File: src/sv/pzbd_pkg.sv
// Shared types, constants and helper functions for the POSTNET zip barcode decoder.
`timescale 1ns / 1ps
`default_nettype none

package pzbd_pkg;

   // Field widths
   localparam int CHAR_W      = 8;
   localparam int ZIP_W       = 18;
   localparam int STATUS_W    = 2;
   localparam int CSR_INDEX_W = 1;
   localparam int POS_W       = 6;
   localparam int GSUM_W      = 4;
   localparam int TOTAL_W     = 7;
   localparam int IDX_W       = 3;

   // Barcode framing
   localparam logic [POS_W-1:0] LAST_POS   = 6'd31;  // position of char 32
   localparam logic [POS_W-1:0] POS_MAX    = 6'd63;
   localparam logic [POS_W-1:0] DATA_FIRST = 6'd1;
   localparam logic [POS_W-1:0] DATA_LAST  = 6'd30;
   localparam logic [IDX_W-1:0] GROUP_LAST_BAR = 3'd4;
   localparam logic [IDX_W-1:0] ZIP_DIGITS     = 3'd5;
   localparam logic [GSUM_W-1:0] ZERO_GROUP    = 4'd11;

   // Register indexes and reset values
   localparam logic [CSR_INDEX_W-1:0] CSR_FULL_BAR = 1'd0;
   localparam logic [CSR_INDEX_W-1:0] CSR_HALF_BAR = 1'd1;
   localparam logic [CHAR_W-1:0] FULL_BAR_RESET = 8'd124;
   localparam logic [CHAR_W-1:0] HALF_BAR_RESET = 8'd58;

   // Status codes
   localparam logic [STATUS_W-1:0] STATUS_OK       = 2'd0;
   localparam logic [STATUS_W-1:0] STATUS_LENGTH   = 2'd1;
   localparam logic [STATUS_W-1:0] STATUS_BAD_CHAR = 2'd2;
   localparam logic [STATUS_W-1:0] STATUS_CHECKSUM = 2'd3;

   // Default queue depths
   localparam int REQ_QUEUE_DEPTH = 2;
   localparam int RSP_QUEUE_DEPTH = 2;

   // Classified character handed from front to back
   typedef struct packed {
      logic full_bar;
      logic bad_char;
      logic last;
   } token_type;

   // One decoded barcode
   typedef struct packed {
      logic [ZIP_W-1:0]    zip_code;
      logic [STATUS_W-1:0] status;
   } result_type;

   // Weight of a full bar at each place of a five-bar group
   function automatic logic [GSUM_W-1:0] bar_weight(input logic [IDX_W-1:0] idx);
      logic [GSUM_W-1:0] w;
      begin
         case (idx)
            3'd0:    w = 4'd7;
            3'd1:    w = 4'd4;
            3'd2:    w = 4'd2;
            3'd3:    w = 4'd1;
            default: w = 4'd0;
         endcase
         return w;
      end
   endfunction

   // Remainder by ten of a 7-bit value, by conditional subtraction
   function automatic logic [3:0] mod10(input logic [TOTAL_W-1:0] value);
      logic [TOTAL_W-1:0] r;
      begin
         r = value;
         if (r >= 7'd80) r = r - 7'd80;
         if (r >= 7'd40) r = r - 7'd40;
         if (r >= 7'd20) r = r - 7'd20;
         if (r >= 7'd10) r = r - 7'd10;
         return r[3:0];
      end
   endfunction

endpackage

`default_nettype wire

File: src/sv/postnet_zip_barcode_decoder_unit.sv
// Top level of the POSTNET zip barcode decoder: front end, token queue, back end, result queue.
`timescale 1ns / 1ps
`default_nettype none

// Decodes a POSTNET barcode fed one character per transaction, with
// req_end_of_code set on the final character; that transaction yields one
// result (zip code and status). The block takes one character per clock
// cycle as long as results are drained. The front end classifies each
// character against the full-bar and half-bar codes and writes it into a
// small token queue; the back end retires one token per cycle through its
// position, group and checksum registers, which set the rate; only a last
// token waits, for room in the result queue. A result is registered into
// the result queue when its last token retires, so the input keeps
// flowing while a result is not yet popped. The bar code registers take a
// write every cycle and should only be written while no barcode is in flight.
module postnet_zip_barcode_decoder_unit #(
   parameter int REQ_QUEUE_DEPTH = pzbd_pkg::REQ_QUEUE_DEPTH,
   parameter int RSP_QUEUE_DEPTH = pzbd_pkg::RSP_QUEUE_DEPTH
) (
   input  wire logic                             clock,
   input  wire logic                             reset,
   // character transactions
   input  wire logic                             push,
   output logic                                  full,
   input  wire logic [pzbd_pkg::CHAR_W-1:0]      req_char_code,
   input  wire logic                             req_end_of_code,
   // result transactions
   output logic                                  empty,
   input  wire logic                             pop,
   output logic [pzbd_pkg::ZIP_W-1:0]            rsp_zip_code,
   output logic [pzbd_pkg::STATUS_W-1:0]         rsp_status,
   // register writes
   input  wire logic                             csr_valid,
   output logic                                  csr_ready,
   input  wire logic [pzbd_pkg::CSR_INDEX_W-1:0] csr_index,
   input  wire logic [pzbd_pkg::CHAR_W-1:0]      csr_wdata
);

   localparam int TOK_W = $bits(pzbd_pkg::token_type);
   localparam int RES_W = $bits(pzbd_pkg::result_type);

   pzbd_pkg::token_type  front_tok;
   pzbd_pkg::token_type  tok;
   pzbd_pkg::result_type res;
   pzbd_pkg::result_type rsp;
   logic [TOK_W-1:0]     tok_rdata;
   logic [RES_W-1:0]     rsp_rdata;
   logic                 tok_empty;
   logic                 tok_pop;
   logic                 res_full;
   logic                 res_push;

   assign csr_ready = 1'b1;

   pzbd_front u_front (
      .clock       (clock),
      .reset       (reset),
      .csr_valid   (csr_valid),
      .csr_index   (csr_index),
      .csr_wdata   (csr_wdata),
      .char_code   (req_char_code),
      .end_of_code (req_end_of_code),
      .token       (front_tok)
   );

   // Token queue between front and back
   pzbd_fifo #(
      .WIDTH (TOK_W),
      .DEPTH (REQ_QUEUE_DEPTH)
   ) u_tok_fifo (
      .clock (clock),
      .reset (reset),
      .push  (push),
      .wdata (front_tok),
      .full  (full),
      .pop   (tok_pop),
      .rdata (tok_rdata),
      .empty (tok_empty)
   );

   assign tok = pzbd_pkg::token_type'(tok_rdata);

   pzbd_back u_back (
      .clock     (clock),
      .reset     (reset),
      .tok_empty (tok_empty),
      .tok       (tok),
      .tok_pop   (tok_pop),
      .res_full  (res_full),
      .res_push  (res_push),
      .res       (res)
   );

   // Result queue toward the consumer
   pzbd_fifo #(
      .WIDTH (RES_W),
      .DEPTH (RSP_QUEUE_DEPTH)
   ) u_rsp_fifo (
      .clock (clock),
      .reset (reset),
      .push  (res_push),
      .wdata (res),
      .full  (res_full),
      .pop   (pop),
      .rdata (rsp_rdata),
      .empty (empty)
   );

   assign rsp          = pzbd_pkg::result_type'(rsp_rdata);
   assign rsp_zip_code = rsp.zip_code;
   assign rsp_status   = rsp.status;

`ifndef SYNTH
   // A failed barcode never reports a zip value
   a_zip_zero_on_fail: assert property (@(posedge clock) disable iff (reset)
      (!empty && rsp_status != pzbd_pkg::STATUS_OK) |-> (rsp_zip_code == '0))
      else $error("nonzero zip code with failing status");

   // Input back-pressure only when the token queue holds work
   a_full_has_tokens: assert property (@(posedge clock) disable iff (reset)
      full |-> !tok_empty)
      else $error("input full while token queue is empty");

   // A result is produced only by retiring a last-character token
   a_result_from_last: assert property (@(posedge clock) disable iff (reset)
      res_push |-> (tok_pop && tok.last && !res_full))
      else $error("result written without a last-character token");

   // A pending last token is held back only by a full result queue
   a_last_stall: assert property (@(posedge clock) disable iff (reset)
      (!tok_empty && !tok_pop) |-> (tok.last && res_full))
      else $error("back end stalled without cause");
`endif

endmodule

`default_nettype wire

File: src/sv/pzbd_fifo.sv
// Small register-based FIFO used for the token and result queues.
`timescale 1ns / 1ps
`default_nettype none

module pzbd_fifo #(
   parameter int WIDTH = 8,
   parameter int DEPTH = 2
) (
   input  wire logic             clock,
   input  wire logic             reset,
   input  wire logic             push,
   input  wire logic [WIDTH-1:0] wdata,
   output logic                  full,
   input  wire logic             pop,
   output logic [WIDTH-1:0]      rdata,
   output logic                  empty
);

   localparam int PTR_W = (DEPTH > 1) ? $clog2(DEPTH) : 1;
   localparam int CNT_W = $clog2(DEPTH + 1);
   localparam logic [PTR_W-1:0] PTR_LAST = PTR_W'(DEPTH - 1);
   localparam logic [CNT_W-1:0] CNT_FULL = CNT_W'(DEPTH);

   logic [WIDTH-1:0] data_ff [DEPTH];
   logic [PTR_W-1:0] wr_ptr_ff, wr_ptr_in;
   logic [PTR_W-1:0] rd_ptr_ff, rd_ptr_in;
   logic [CNT_W-1:0] count_ff, count_in;
   logic             do_push;
   logic             do_pop;

   assign full    = (count_ff == CNT_FULL);
   assign empty   = (count_ff == '0);
   assign rdata   = data_ff[rd_ptr_ff];
   assign do_push = push & ~full;
   assign do_pop  = pop & ~empty;

   // Pointer and occupancy update
   always_comb begin
      wr_ptr_in = wr_ptr_ff;
      rd_ptr_in = rd_ptr_ff;
      count_in  = count_ff;
      if (do_push) begin
         wr_ptr_in = (wr_ptr_ff == PTR_LAST) ? '0 : wr_ptr_ff + 1'b1;
      end
      if (do_pop) begin
         rd_ptr_in = (rd_ptr_ff == PTR_LAST) ? '0 : rd_ptr_ff + 1'b1;
      end
      if (do_push && !do_pop) begin
         count_in = count_ff + 1'b1;
      end else if (!do_push && do_pop) begin
         count_in = count_ff - 1'b1;
      end
   end

   always_ff @(posedge clock) begin
      if (reset) begin
         wr_ptr_ff <= '0;
         rd_ptr_ff <= '0;
         count_ff  <= '0;
      end else begin
         wr_ptr_ff <= wr_ptr_in;
         rd_ptr_ff <= rd_ptr_in;
         count_ff  <= count_in;
      end
   end

   // Storage, no reset
   always_ff @(posedge clock) begin
      if (do_push) begin
         data_ff[wr_ptr_ff] <= wdata;
      end
   end

endmodule

`default_nettype wire

File: src/sv/pzbd_front.sv
// Front end: bar code registers and per-character classification.
`timescale 1ns / 1ps
`default_nettype none

module pzbd_front (
   input  wire logic                             clock,
   input  wire logic                             reset,
   input  wire logic                             csr_valid,
   input  wire logic [pzbd_pkg::CSR_INDEX_W-1:0] csr_index,
   input  wire logic [pzbd_pkg::CHAR_W-1:0]      csr_wdata,
   input  wire logic [pzbd_pkg::CHAR_W-1:0]      char_code,
   input  wire logic                             end_of_code,
   output pzbd_pkg::token_type                   token
);

   logic [pzbd_pkg::CHAR_W-1:0] full_bar_ff;
   logic [pzbd_pkg::CHAR_W-1:0] half_bar_ff;
   logic                        is_full;
   logic                        is_half;

   // Configuration writes; always ready
   always_ff @(posedge clock) begin
      if (reset) begin
         full_bar_ff <= pzbd_pkg::FULL_BAR_RESET;
         half_bar_ff <= pzbd_pkg::HALF_BAR_RESET;
      end else if (csr_valid) begin
         case (csr_index)
            pzbd_pkg::CSR_FULL_BAR: full_bar_ff <= csr_wdata;
            pzbd_pkg::CSR_HALF_BAR: half_bar_ff <= csr_wdata;
            default: ;
         endcase
      end
   end

   // Classify: matching both codes counts as a full bar
   assign is_full = (char_code == full_bar_ff);
   assign is_half = (char_code == half_bar_ff);

   always_comb begin
      token.full_bar = is_full;
      token.bad_char = ~(is_full | is_half);
      token.last     = end_of_code;
   end

endmodule

`default_nettype wire

File: src/sv/pzbd_back.sv
// Back end: group decoding, zip and checksum accumulation, status on the last character.
`timescale 1ns / 1ps
`default_nettype none

module pzbd_back (
   input  wire logic                 clock,
   input  wire logic                 reset,
   input  wire logic                 tok_empty,
   input  pzbd_pkg::token_type       tok,
   output logic                      tok_pop,
   input  wire logic                 res_full,
   output logic                      res_push,
   output pzbd_pkg::result_type      res
);

   logic [pzbd_pkg::POS_W-1:0]   pos_ff, pos_in;
   logic                         bad_ff, bad_in;
   logic [pzbd_pkg::GSUM_W-1:0]  gsum_ff, gsum_in;
   logic [pzbd_pkg::TOTAL_W-1:0] total_ff, total_in;
   logic [pzbd_pkg::ZIP_W-1:0]   zip_ff, zip_in;
   logic [pzbd_pkg::IDX_W-1:0]   bar_idx_ff, bar_idx_in;
   logic [pzbd_pkg::IDX_W-1:0]   group_idx_ff, group_idx_in;

   logic                         in_data;
   logic                         group_end;
   logic [pzbd_pkg::GSUM_W-1:0]  gsum_next;
   logic [pzbd_pkg::GSUM_W-1:0]  digit;
   logic [pzbd_pkg::TOTAL_W-1:0] total_next;
   logic [pzbd_pkg::ZIP_W-1:0]   zip_next;
   logic                         bad_next;

   // Take a token unless it would finish a barcode with no room for the result
   assign tok_pop  = ~tok_empty & (~tok.last | ~res_full);
   assign res_push = tok_pop & tok.last;

   // Decode of the current character
   always_comb begin
      in_data   = (pos_ff >= pzbd_pkg::DATA_FIRST) && (pos_ff <= pzbd_pkg::DATA_LAST);
      group_end = in_data && (bar_idx_ff == pzbd_pkg::GROUP_LAST_BAR);
      gsum_next = gsum_ff;
      if (in_data && tok.full_bar) begin
         gsum_next = gsum_ff + pzbd_pkg::bar_weight(bar_idx_ff);
      end
      digit      = (gsum_next == pzbd_pkg::ZERO_GROUP) ? '0 : gsum_next;
      total_next = total_ff;
      zip_next   = zip_ff;
      if (group_end) begin
         total_next = total_ff + pzbd_pkg::TOTAL_W'(digit);
         if (group_idx_ff < pzbd_pkg::ZIP_DIGITS) begin
            // zip * 10 + digit as shifts and adds
            zip_next = (zip_ff << 3) + (zip_ff << 1) + pzbd_pkg::ZIP_W'(digit);
         end
      end
      bad_next = bad_ff | tok.bad_char;
   end

   // Result on the last character, in priority order
   always_comb begin
      if (pos_ff != pzbd_pkg::LAST_POS) begin
         res.status = pzbd_pkg::STATUS_LENGTH;
      end else if (bad_next) begin
         res.status = pzbd_pkg::STATUS_BAD_CHAR;
      end else if (pzbd_pkg::mod10(total_next) != 4'd0) begin
         res.status = pzbd_pkg::STATUS_CHECKSUM;
      end else begin
         res.status = pzbd_pkg::STATUS_OK;
      end
      res.zip_code = (res.status == pzbd_pkg::STATUS_OK) ? zip_next : '0;
   end

   // Next state
   always_comb begin
      pos_in       = pos_ff;
      bad_in       = bad_ff;
      gsum_in      = gsum_ff;
      total_in     = total_ff;
      zip_in       = zip_ff;
      bar_idx_in   = bar_idx_ff;
      group_idx_in = group_idx_ff;
      if (tok_pop) begin
         if (tok.last) begin
            pos_in       = '0;
            bad_in       = 1'b0;
            gsum_in      = '0;
            total_in     = '0;
            zip_in       = '0;
            bar_idx_in   = '0;
            group_idx_in = '0;
         end else begin
            pos_in   = (pos_ff == pzbd_pkg::POS_MAX) ? pos_ff : pos_ff + 1'b1;
            bad_in   = bad_next;
            total_in = total_next;
            zip_in   = zip_next;
            if (group_end) begin
               gsum_in      = '0;
               bar_idx_in   = '0;
               group_idx_in = group_idx_ff + 1'b1;
            end else if (in_data) begin
               gsum_in    = gsum_next;
               bar_idx_in = bar_idx_ff + 1'b1;
            end
         end
      end
   end

   always_ff @(posedge clock) begin
      if (reset) begin
         pos_ff       <= '0;
         bad_ff       <= 1'b0;
         gsum_ff      <= '0;
         total_ff     <= '0;
         zip_ff       <= '0;
         bar_idx_ff   <= '0;
         group_idx_ff <= '0;
      end else begin
         pos_ff       <= pos_in;
         bad_ff       <= bad_in;
         gsum_ff      <= gsum_in;
         total_ff     <= total_in;
         zip_ff       <= zip_in;
         bar_idx_ff   <= bar_idx_in;
         group_idx_ff <= group_idx_in;
      end
   end

endmodule

`default_nettype wire
File: config.mk
export PLATFORM = sky130hd
export DESIGN_NAME = postnet_zip_barcode_decoder_unit
export DESIGN_NICKNAME = d
export VERILOG_FILES = /design/src/sv/pzbd_pkg.sv /design/src/sv/postnet_zip_barcode_decoder_unit.sv /design/src/sv/pzbd_fifo.sv /design/src/sv/pzbd_front.sv /design/src/sv/pzbd_back.sv
export SDC_FILE = /design/constraint.sdc
export NUM_CORES = 1
export LEC_CHECK = 0
export BUFFER_PORTS_ARGS = -buffer_cell sky130_fd_sc_hd__buf_2
export CAP_MARGIN = 0
export CORE_MARGIN = 4
export CORE_UTILIZATION = 25
export DETAILED_ROUTE_END_ITERATION = 10
export MAX_ROUTING_LAYER = met4
export PLACE_DENSITY = 0.44
export SLEW_MARGIN = 20
export SYNTH_ARGS = -nofsm -noshare
export SYNTH_HDL_FRONTEND = slang
export SYNTH_SLANG_ARGS = --single-unit
File: constraint.sdc
create_clock -name clock -period 5.9 [get_ports clock]
set_clock_uncertainty 0.15 [all_clocks]
set_input_delay 1.18 -clock clock [delete_from_list [all_inputs] [get_ports clock]]
set_output_delay 1.18 -clock clock [all_outputs]
set_load 0.03 [all_outputs]
# Word level (Yosys, flattened, before mapping)
# Memories as Yosys holds them, arrays and structs flattened. A register that Yosys moved wholly into a read port is not among the register bits.
# Index checks and enable logic that the tools add are counted.
word_totals:
  out_inout_bits: 23
  n_memories: 2
  regBits: 66
  mem_bits_rw: 46
  in_bits: 23
  elab_cells: 148
memory_table:
  columns: ["memory", "depth", "word_bits", "rd", "rd_ports_with_merged_regs", "wr", "line_no", "source"]
  rows:
  - ["u_rsp_fifo.data_ff", 2, 20, 1, 1, 1, "pzbd_fifo.sv:24", "logic [WIDTH-1:0] data_ff [DEPTH];"]
  - ["u_tok_fifo.data_ff", 2, 3, 1, 1, 1, "pzbd_fifo.sv:24", null]
op_classes:
  add_sub_neg: 19
  reduce_logical: 25
  muxes: 52
  order_cmp: 7
  n_bitwise: 16
  n_eq_ne: 12
ops:
  columns: ["cell", "n"]
  rows:
  - ["$mux 7", 11]
  - ["$mux 18", 4]
  - ["$mux 4", 9]
  - ["$add 18x18->18", 1]
  - ["$add 18x4->18", 1]
  - ["$eq 8x8->1", 2]
  - ["$mux 3", 5]
  - ["$mux 2", 7]
  - ["$mux 1", 13]
  - ["$mux 6", 2]
  - ["$pmux 3 s4", 1]
  - ["$reduce_and 2->1", 5]
  - ["$add 7x4->7", 1]
  - ["$ge 7x4->1 const B", 1]
  - ["$ge 7x5->1 const B", 1]
  - ["$ge 7x6->1 const B", 1]
  - ["$ge 7x7->1 const B", 1]
  - ["$logic_and 1x1->1", 7]
  - ["$not 1->1", 7]
  - ["$sub 7x5->7 const B", 1]
  - ["$sub 7x6->7 const B", 1]
  - ["$sub 7x7->7 const B", 1]
  - ["$add 3x1->3 const B", 2]
  - ["$add 6x1->6 const B", 1]
  - ["other kinds (24)", 45]

# Depth between registers and ports, before layout
# Gate-level depths: netlist (run 1).
logic_depth:
  ltp_word: 32
  mapped_depth: 34
  depth_no_buf: 31

# By module
# From an unflattened synthesis (run 1), not the netlist that was laid out.
unflattened:
  hier_cells: 750
  area_unflattened_um2: 7277.0
by_module_without_submodules:
  columns: ["module", "n_inst", "area_per_inst_um2", "seq_area_each_um2", "cells_per_inst"]
  rows:
  - ["pzbd_back", 1, 4361.7, 840.8, 544]
  - ["pzbd_fifo at u_rsp_fifo", 1, 1654.1, 1301.2, 87]
  - ["pzbd_front", 1, 818.3, 320.3, 83]
  - ["pzbd_fifo at u_tok_fifo", 1, 431.7, 280.3, 34]
  - ["postnet_zip_barcode_decoder_unit", 1, 11.3, 0.0, 2]

# Least setup slack after synthesis (run 1)
# OpenSTA, ideal clock, no wires.
synth_timing:
  path_type: "flip-flop to flip-flop"
  from: "register u_back.bar_idx_ff[0] (netlist name)"
  to: "memory u_rsp_fifo.data_ff[0][11] (netlist name), data pin"
  synth_period_minus_slack_ps: 6428
  arrival_ps: 6132
  path_slack_ps: -528
  setup_ps: 147
  path_stages_with_launch: 30
  t_required_ps: 5603
  n_path_buf: 2
  path_cell_list: "dfxtp_1 > inv_1 > ha_1 > a21o_1 > ha_1 > fa_1 > and3_4 > or2_1 > a311oi_1 > ha_1 > ha_1 > o31ai_1 > o31a_1 > a2111oi_2 > a311oi_2 > nand2b_1 > o21ai_0 > a2bb2oi_1 > nor2_1 > a221oi_1 > ha_1 > or3b_1 > nand2_1 > o311ai_1 > a22oi_1 > nor4_2 > or4_1 > buf_2 > buf_6 > a21oi_2"
synth_rtl:
  columns: ["element", "line_no", "source"]
  rows:
  - ["start, declared", "pzbd_back.sv:21", "logic [pzbd_pkg::IDX_W-1:0] bar_idx_ff, bar_idx_in;"]
  - ["start signal, assigned", "pzbd_back.sv:121", "bar_idx_ff <= bar_idx_in;"]
  - ["end, declared", "pzbd_fifo.sv:24", null]

==> impl_metrics.json, run 1 <==
{
  "status": "finished, violations left",
  "failed_checks": "negative setup slack",
  "synthSimpleGateAreaFrac": 0.185,
  "cts.htree.levels": 4,
  "gr-usage-all-layers": 0.127,
  "final_cell_mix": "buf_4 (97), nor2_1 (85), nand2_1 (72), dfxtp_1 (66), edfxtp_1 (46)",
  "path_class": "flop to flop",
  "dr_total_vias": 5780,
  "yosysWarnings": 0,
  "routed_wl_mm": 18.2,
  "vias_per_cell": 4.57,
  "hold_viol": 0,
  "min_period_ps": 6250,
  "syn2layout_area_growth_pct": 32.4,
  "worstSetupStartpoint": "u_back.bar_idx_ff[1]",
  "antenna_found_initial": 0,
  "pwr-share-clk": 0.349,
  "fillers": 2810,
  "crit_fanout": 7,
  "avgSynthCellArea_um2": 9.26,
  "slew_headroom": 0.366,
  "synth_edf_count": 46,
  "worst_ep_arrival_time_ps": 6360,
  "synth_top_family_by_area": "compound AO/OA/AOI/OAI gates",
  "grt_pass1_wl_mm": 30.8,
  "clk_pin_slew_ps": 60,
  "synth_cell_types": 78,
  "hold_path.class": "flop to flop",
  "layout_commonest_cell": "buf_4",
  "slew_violations": 0,
  "rows": 60,
  "p_switching_w": 0.00101,
  "nets": 952,
  "grt.busiest_layer": "met2",
  "synth-xor-area-share": 0.0579,
  "routedWlPerCell_um": 14.4,
  "dp.cells": 1222,
  "synth-async-reset-ratio": 0,
  "hpwlAfterDp_mm": 13.3,
  "hp-start": "u_front.half_bar_ff[7]",
  "synth-seq-cells": 114,
  "antenna_cells": 0,
  "multi_input_area_um2": 4290,
  "setup_slack_ps": -348,
  "hold_slack_ps": 316,
  "ys_seq_area_frac": 0.395,
  "clock_latency_ps": 420,
  "grt_pass1_vias": 5901,
  "cp-start-kind": "flop",
  "synthAdderAreaFrac": 0.0949,
  "grt_use_met3": 0.0247,
  "crit_required_ps": 6010,
  "die_y_um": 175,
  "fp.coreArea_um2": 27100,
  "max-clock-path-buffers": 2,
  "rsz0062_at_grt": "true",
  "seqPwrFrac": 0.344,
  "ir_worst_vdd_mv": 0.129,
  "synth_flop_cell": "dfxtp_1",
  "numCtsBuffers": 17,
  "power_w": 0.00288,
  "leakage_nw": 3.56,
  "muxShareOfSynthArea": 0.0418,
  "syn_inst": 749,
  "post-route-period-util": 1.06,
  "synth_nets": 822,
  "worstReg2RegStart": "u_back.bar_idx_ff[1]",
  "grt_overflow_total": 0,
  "drt_iter0_drc": 278,
  "dieArea_um2": 30500,
  "clockRootBuffer": "clkbuf_16",
  "cts_tree": "yes",
  "finalSetupViolations": 38,
  "swShare": 0.352,
  "clock_sink_count": 114,
  "dr.pass1.iters": 4,
  "route.detailed.drc": 0,
  "start_util": 0.256,
  "worst_pin_slew_ps": 950,
  "p_comb_frac": 0.307,
  "drtAntennaViolNets": 0,
  "worst_setup_path_end_kind": "flop",
  "p_int_w": 0.00187,
  "power_density_nw_per_um2": 313,
  "synth_compound_area_frac": 0.188,
  "place_congestion": 0.846,
  "stdcell_count": 1264,
  "drive_gt1_frac": 0.316,
  "fmax_mhz": 160,
  "seqCellArea_um2": 2750,
  "met2_usage": 0.199,
  "die_w_um": 175,
  "cap_violations": 0,
  "num_io_pins": 46,
  "grt_use_met1": 0.169,
  "grt_max_degree": 36,
  "synth_area_um2": 6940,
  "io_buffers": 44
}
## area by class of cell
cell class / count / area share
inverter: 25 / 0.0102
clock inverter: 15 / 0.0162
clock buffer: 17 / 0.0463
sequential: 114 / 0.299
timing repair buffer: 146 / 0.111
multi-input combinational: 575 / 0.467
tap: 372 / 0.0507
## power by group through the flow
stage / Sequential (W) / Clock [W] / Combinational (W)
finish: 0.000991 / 0.00100 / 0.000883
global route: 0.00101 / 0.00107 / 0.000973
CTS: 0.000995 / 0.00104 / 0.000893
detailed placement: 0.00101 / 0 / 0.000865
global placement: 0.00101 / 0 / 0.000868
floorplan: 0.000984 / 0 / 0.000586
## sequential cells by signal (all words and copies together) (netlist names), named ones only
name / cells
u_back.bar_idx_ff: 3
u_rsp_fifo.rd_ptr_ff: 1
u_tok_fifo.data_ff: 6
u_back.pos_ff: 6
u_rsp_fifo.wr_ptr_ff: 1
u_rsp_fifo.data_ff: 40
u_tok_fifo.wr_ptr_ff: 1
u_back.zip_ff: 18
u_back.group_idx_ff: 3
u_tok_fifo.rd_ptr_ff: 1
u_back.gsum_ff: 4
u_front.full_bar_ff: 8
u_back.bad_ff: 1
u_tok_fifo.count_ff: 2
u_rsp_fifo.count_ff: 2
u_front.half_bar_ff: 8
u_back.total_ff: 7
## logic make-up after synthesis
logic type | Yosys count
AO/OA/AOI/OAI | 183
XOR/XNOR | 45
adder cells (fa/ha/maj) | 51
buffers and inverters | 60
flip-flops | 114
multiplexers | 26
other | 1
AND/OR/NAND/NOR | 269
## path summary, 6_finish.rpt
kind              depth (start not counted)                        end  slack, ps
setup / recovery                         27  u_rsp_fifo.data_ff[0][16]       -350
hold / removal                            2     u_front.half_bar_ff[7]        320
setup reg to reg                         27  u_rsp_fifo.data_ff[0][16]       -350
hold reg to reg                           2     u_front.half_bar_ff[7]        320
## per-stage QoR
step | worst slack [ps] | setup TNS (ps) | instance area, um2 | util
finish | -348 | -11790 | 9190 | 0.339
global route | -662 | -25110 | 9190 | 0.339
floorplan | -119 | -3060 | 7060 | -
CTS | -362 | -12290 | 9050 | 0.334
detailed placement | -637 | -21230 | 8270 | 0.305
global placement | -493 | -17100 | 8270 | 0.305
## worst max-delay path, stage by stage (launching register included)
cell and delay [ps]:
dfxtp_4 360, ha_4 160, ha_4 140, a21o_1 170, ha_4 170, fa_2 460
and3_4 160, or2_4 240, a311oi_4 270, ha_4 220, a222oi_1 120, buf_4 170
or3_1 380, o311a_4 400, nor2_2 170, xnor2_1 150, a221oi_2 80, ha_2 340
nand2_2 60, or3b_4 410, nand2_2 60, o311ai_1 90, a22oi_1 200, nor4_2 80
or4_4 450, buf_12 170, buf_4 140, nor3_4 110
## repair_timing
item                       4_1_cts  5_1_grt
cloned                           1        0
hold buffers                     0        0
setup endpoints to repair       43       45
pin swaps                        7        9
buffers inserted                 5        4
resized for setup               30       36
## cell usage after synthesis (6+ instances only)
cell	count	area share
nor2b_1	9	0.0081
nand2b_1	6	0.0054
ha_1	47	0.085
a21oi_2	7	0.0088
xor2_1	20	0.025
nor2_1	86	0.047
nand3b_1	8	0.0087
a211o_1	6	0.0076
dfxtp_1	68	0.20
a21oi_1	43	0.031
nand3_1	16	0.012
inv_1	24	0.013
xnor2_1	24	0.030
edfxtp_1	46	0.20
or3_1	7	0.0063
buf_2	6	0.0043
clkbuf_1	24	0.013
o21ai_0	37	0.027
nor3_1	19	0.014
o31ai_1	9	0.0097
nand4_1	6	0.0054
mux2_2	24	0.039
nand2_1	78	0.042
a22oi_1	19	0.021
and3_1	10	0.0090
a211oi_1	8	0.0087
## per-layer routing
layer  wire length, um  part of all wire
met1              9150              0.50
met2              8290              0.45
met3               533             0.029
met4               272             0.015
met5                 0                 0
No activity file was read; power rests on OpenSTA's default activity.
==> inputs of run 2 (changes only) <==
- clock period: 5.9 -> 5.35 ns (I/O delays scaled with it)
==> run 2 against run 1 <==
The flow still finishes with violations (negative setup slack). Sequential power is 11% higher. Design area is 4.0% higher. Global-route usage is 0.21 points lower. Wire length is 1.9% higher. Critical path type unchanged.
==> impl_metrics.json, run 2 (synthesis gave the netlist of run 1 again) <==
{
  "status": "finished, violations left",
  "failed_checks": "negative setup slack",
  "regMostFlops": "u_rsp_fifo.data_ff",
  "grt_max_degree": 39,
  "drtAntennaViolNets": 0,
  "drive_gt1_frac": 0.366,
  "crit_slowest_cell": "fa_2",
  "hold_path.class": "flop to flop",
  "cp-start-kind": "flop",
  "worstSetupStartpoint": "u_back.bar_idx_ff[0]",
  "cts_tree": "yes",
  "worst_ep_arrival_time_ps": 6330,
  "cp_top_family": "compound AO/OA/AOI/OAI gates",
  "crit_required_ps": 5470,
  "route.detailed.drc": 0,
  "fp.coreArea_um2": 27100,
  "dr_total_vias": 5995,
  "min_period_ps": 6210,
  "rows": 60,
  "crit_fanout": 7,
  "dieArea_um2": 30500,
  "largest_reg_flops": 40,
  "reg.largest.list": "u_rsp_fifo.data_ff x40, u_back.zip_ff x18",
  "hpwlAfterDp_mm": 13.6,
  "die_w_um": 175,
  "clockRootBuffer": "clkbuf_16",
  "antenna_found_initial": 0,
  "io_buffers": 44,
  "fmax_mhz": 161,
  "worstReg2RegStart": "u_back.bar_idx_ff[0]",
  "numCtsBuffers": 17,
  "rsz0062_at_grt": "true",
  "clock_latency_ps": 420,
  "leakage_nw": 3.76,
  "hp-start": "u_front.full_bar_ff[7]",
  "cts.htree.levels": 4,
  "setup_slack_ps": -861,
  "slew_violations": 0,
  "hold_viol": 0,
  "grt_pass1_wl_mm": 30.0,
  "layout_commonest_cell": "buf_4",
  "worst-path-buf-inv": 3,
  "routed_wl_mm": 18.6,
  "nets": 985,
  "path_class": "flop to flop",
  "post_dp_cell_area_um2": 8380,
  "finalSetupViolations": 42,
  "post-route-period-util": 1.16,
  "routedWlPerCell_um": 14.3,
  "clock_sink_count": 114,
  "stdcell_count": 1297,
  "utilization": 0.353,
  "drt_iter0_drc": 317,
  "grt_pass1_vias": 5790,
  "final_cell_mix": "buf_4 (131), nor2_1 (83), nand2_1 (72), dfxtp_1 (66), edfxtp_1 (46)",
  "fillers": 2777,
  "cap_violations": 0,
  "max-clock-path-buffers": 2,
  "ctsHoldBuffers": 0,
  "die_y_um": 175,
  "worst_setup_path_end_kind": "flop",
  "cp_slowest_stage_delay_ps": 440,
  "power_density_nw_per_um2": 334,
  "ir_worst_vdd_mv": 0.174,
  "dp_slack_ps": -1110,
  "final_area_um2": 9560,
  "syn2layout_area_growth_pct": 37.8,
  "vias_per_cell": 4.62,
  "dr.pass1.iters": 5,
  "gr-usage-all-layers": 0.125,
  "grt_overflow_total": 0,
  "num_io_pins": 46,
  "antenna_cells": 0,
  "worst_pin_slew_ps": 954,
  "place_congestion": 0.830,
  "clk_pin_slew_ps": 60,
  "dp.cells": 1237,
  "start_util": 0.256,
  "slew_headroom": 0.363
}
run 2: cell count changes in the layout (fill, tap and decap cells not counted), moves of 3 or more:
cell     previous run  this run
o21ai_2             3         7
nor3_2              2         6
o21ai_1             8         3
buf_4              97       131
o31ai_1             7         4
run 2: final timing paths:
check / to / slack [ps] / depth (start not counted)
min reg2reg: u_front.full_bar_ff[7] / 320 / 2
min: u_front.full_bar_ff[7] / 320 / 2
max reg2reg: u_rsp_fifo.data_ff[0][11] / -860 / 30
max: u_rsp_fifo.data_ff[0][11] / -860 / 30
run 2: tightest hold or removal path, cell delays in order, from the launching register on:
cell and delay [ps]:
dfxtp_1 310, nand2_1 50, a21oi_1 50
run 2: area by class of cell:
class,instances,area [um2],area share
clock inverter,15,149,0.0156
clock buffer,17,425,0.0445
sequential,114,2750,0.288
multi-input combinational,575,4410,0.462
timing repair buffer,179,1260,0.132
inverter,25,95.1,0.00995
tap,372,465,0.0487
run 2: metrics by stage:
stage          total power [W]  setup TNS [ps]  hold WS, ps
3_5_place_dp           0.00209          -41840          312
5_1_grt                0.00338          -43440          343
2_1_floorplan          0.00173          -23770          298
4_1_cts                0.00322          -33980          321
3_3_place_gp           0.00209          -38340          308
6_report               0.00319          -32090          317
run 2: metal layers:
layer / global-route usage / routed length [um] / vias up
met5: - / 0 / -
met4: 0.0354 / 180 / 0
met3: 0.0266 / 657 / 15
met2: 0.199 / 8710 / 100
met1: 0.162 / 9050 / 2832
li1: - / - / 3048
run 2: what timing repair did:
item                                    4_1_cts  5_1_grt
pin swaps                                    18       18
endpoints found under the hold margin         0        0
endpoints found under the setup margin       47       49
gates cloned                                  1        0
gates resized for setup                      39       52
buffers inserted                             17       13
run 2: power by group:
group          switching, W  internal, W
clock network      0.000443     0.000650
logic              0.000596     0.000409
registers         0.0000697      0.00103
total               0.00111      0.00208
==> inputs of run 3 (changes only) <==
- CELL_PAD_IN_SITES_DETAIL_PLACEMENT: not set -> 0
- CELL_PAD_IN_SITES_GLOBAL_PLACEMENT: not set -> 2
- HOLD_SLACK_MARGIN: not set -> 0.05
- PLACE_DENSITY: 0.44 -> 0.61
==> run 3 against run 2 <==
The flow still finishes with violations (negative setup slack). Wire length increased by 4.5%. Non-clock buffer count unchanged. Global-route usage increased by 0.86 points. First-iteration DRC count decreased by 2.8%. Core utilization about the same.
==> impl_metrics.json, run 3 (synthesis gave the netlist of run 1 again) <==
{
  "worst_ep_arrival_time_ps": 6330,
  "status": "finished, violations left",
  "r2r_cells": 31,
  "setup_slack_ps": -866,
  "die_y_um": 175,
  "path_class": "flop to flop",
  "dr.pass1.iters": 4,
  "grt_pass1_vias": 6179,
  "worst_pin_slew_ps": 1030,
  "final_cell_mix": "buf_4 (129), nor2_1 (85), nand2_1 (72), dfxtp_1 (66), edfxtp_1 (46)",
  "cts.htree.levels": 4,
  "power_density_nw_per_um2": 341,
  "route.detailed.drc": 0,
  "min_period_ps": 6220,
  "hold_viol": 0,
  "crit_required_ps": 5470,
  "stdcell_count": 1298,
  "nets": 985,
  "rows": 60,
  "grt_pass1_wl_mm": 32.0,
  "max-clock-path-buffers": 2,
  "numCtsBuffers": 17,
  "antenna_found_initial": 1,
  "fp.coreArea_um2": 27100,
  "fillers": 2809,
  "cp-start-kind": "flop",
  "clockRootBuffer": "clkbuf_16",
  "start_util": 0.256,
  "path_common_cell": "ha_4",
  "grt_max_degree": 41,
  "vias_per_cell": 4.57,
  "largest_reg_flops": 40,
  "hpwlAfterDp_mm": 14.1,
  "routed_wl_mm": 19.4,
  "hold_depth": 2,
  "regMostFlops": "u_rsp_fifo.data_ff",
  "fmax_mhz": 161,
  "leakage_nw": 3.74,
  "drtAntennaViolNets": 0,
  "layout_commonest_cell": "buf_4",
  "cap_violations": 0,
  "num_io_pins": 46,
  "post-route-period-util": 1.16,
  "worst_setup_path_end_kind": "flop",
  "dieArea_um2": 30500,
  "failed_checks": "negative setup slack",
  "crit_fanout": 7,
  "hold_slack_ps": 320,
  "gr-usage-all-layers": 0.134,
  "rsz0062_at_grt": "true",
  "crit_slowest_cell": "or4_4",
  "clock_sink_count": 114,
  "slew_violations": 0,
  "dp.cells": 1245,
  "drt_iter0_drc": 308,
  "place_congestion": 0.780,
  "die_w_um": 175,
  "routedWlPerCell_um": 15.0,
  "syn2layout_area_growth_pct": 37.6,
  "io_buffers": 44,
  "cts_tree": "yes",
  "hold_path.class": "flop to flop",
  "clk_pin_slew_ps": 60,
  "finalSetupViolations": 43,
  "final.setup.tns_ps": -32560,
  "drive_gt1_frac": 0.362,
  "grt_overflow_total": 0,
  "ir_worst_vdd_mv": 0.180,
  "cp_slowest_stage_delay_ps": 450,
  "slew_headroom": 0.312,
  "clock_latency_ps": 410,
  "dr_total_vias": 5932,
  "reg.largest.list": "u_rsp_fifo.data_ff x40, u_back.zip_ff x18"
}
==> run 3: timing repair <==
action                                  4_1_cts  5_1_grt
endpoints found under the setup margin       49       48
hold buffers                                  0        0
pin swaps                                    29       15
buffers inserted                             14        5
gates resized for setup                      55       36
gates cloned                                  1        0
endpoints found under the hold margin         0        0
==> run 3: cell type report <==
type | instances | area (um2) | area share
multi-input combinational | 575 | 4380 | 0.458
sequential | 114 | 2750 | 0.288
timing repair buffer | 179 | 1260 | 0.132
tap | 372 | 465 | 0.0487
clock buffer | 17 | 425 | 0.0446
clock inverter | 15 | 173 | 0.0181
inverter | 25 | 95.1 | 0.00996
antenna | 1 | 2.50 | 0.000262
==> run 3: per-layer routing <==
layer / up-vias / share of wire / track usage
li1: 3042 / - / -
met1: 2792 / 0.50 / 0.174
met2: 86 / 0.45 / 0.213
met3: 12 / 0.040 / 0.0296
met4: 0 / 0.0083 / 0.0314
met5: - / 0 / -
==> run 3: power by group <==
part | total (W) | switching, W | leakage, nW | internal (W)
Clock | 0.00116 | 0.000459 | 0.289 | 0.000700
Combinational | 0.000996 | 0.000606 | 2.48 | 0.000390
Sequential | 0.00110 | 0.0000730 | 0.967 | 0.00103
Total | 0.00325 | 0.00114 | 3.74 | 0.00211
==> run 3: stage by stage <==
step	setup slack, ps	area, um2	util	power (W)
after floorplan	-668	7060	-	0.00173
after global placement	-1210	8430	0.311	0.00209
final	-866	9550	0.352	0.00325
after detailed placement	-1330	8430	0.311	0.00210
after global routing	-1200	9550	0.352	0.00344
after CTS	-921	9320	0.344	0.00328
==> run 3: worst max-delay path, delay by kind of cell, from the launching register on <==
kind / cells / cell delay, ps
adders and majority gates: 7 / 1540
buffers and inverters: 4 / 560
DFF: 1 / 360
and+or+nand+nor: 9 / 1650
AOI/OAI and AO/OA: 11 / 1790
==> run 3: worst paths after layout <==
check / from / endpoint / slack [ps]
worst max-delay path: u_back.bar_idx_ff[1] / u_rsp_fifo.data_ff[0][10] / -870
worst min-delay path: u_front.half_bar_ff[2] / u_front.half_bar_ff[2] / 320
worst max register to register: u_back.bar_idx_ff[1] / u_rsp_fifo.data_ff[0][10] / -870
worst min register to register: u_front.half_bar_ff[2] / u_front.half_bar_ff[2] / 320
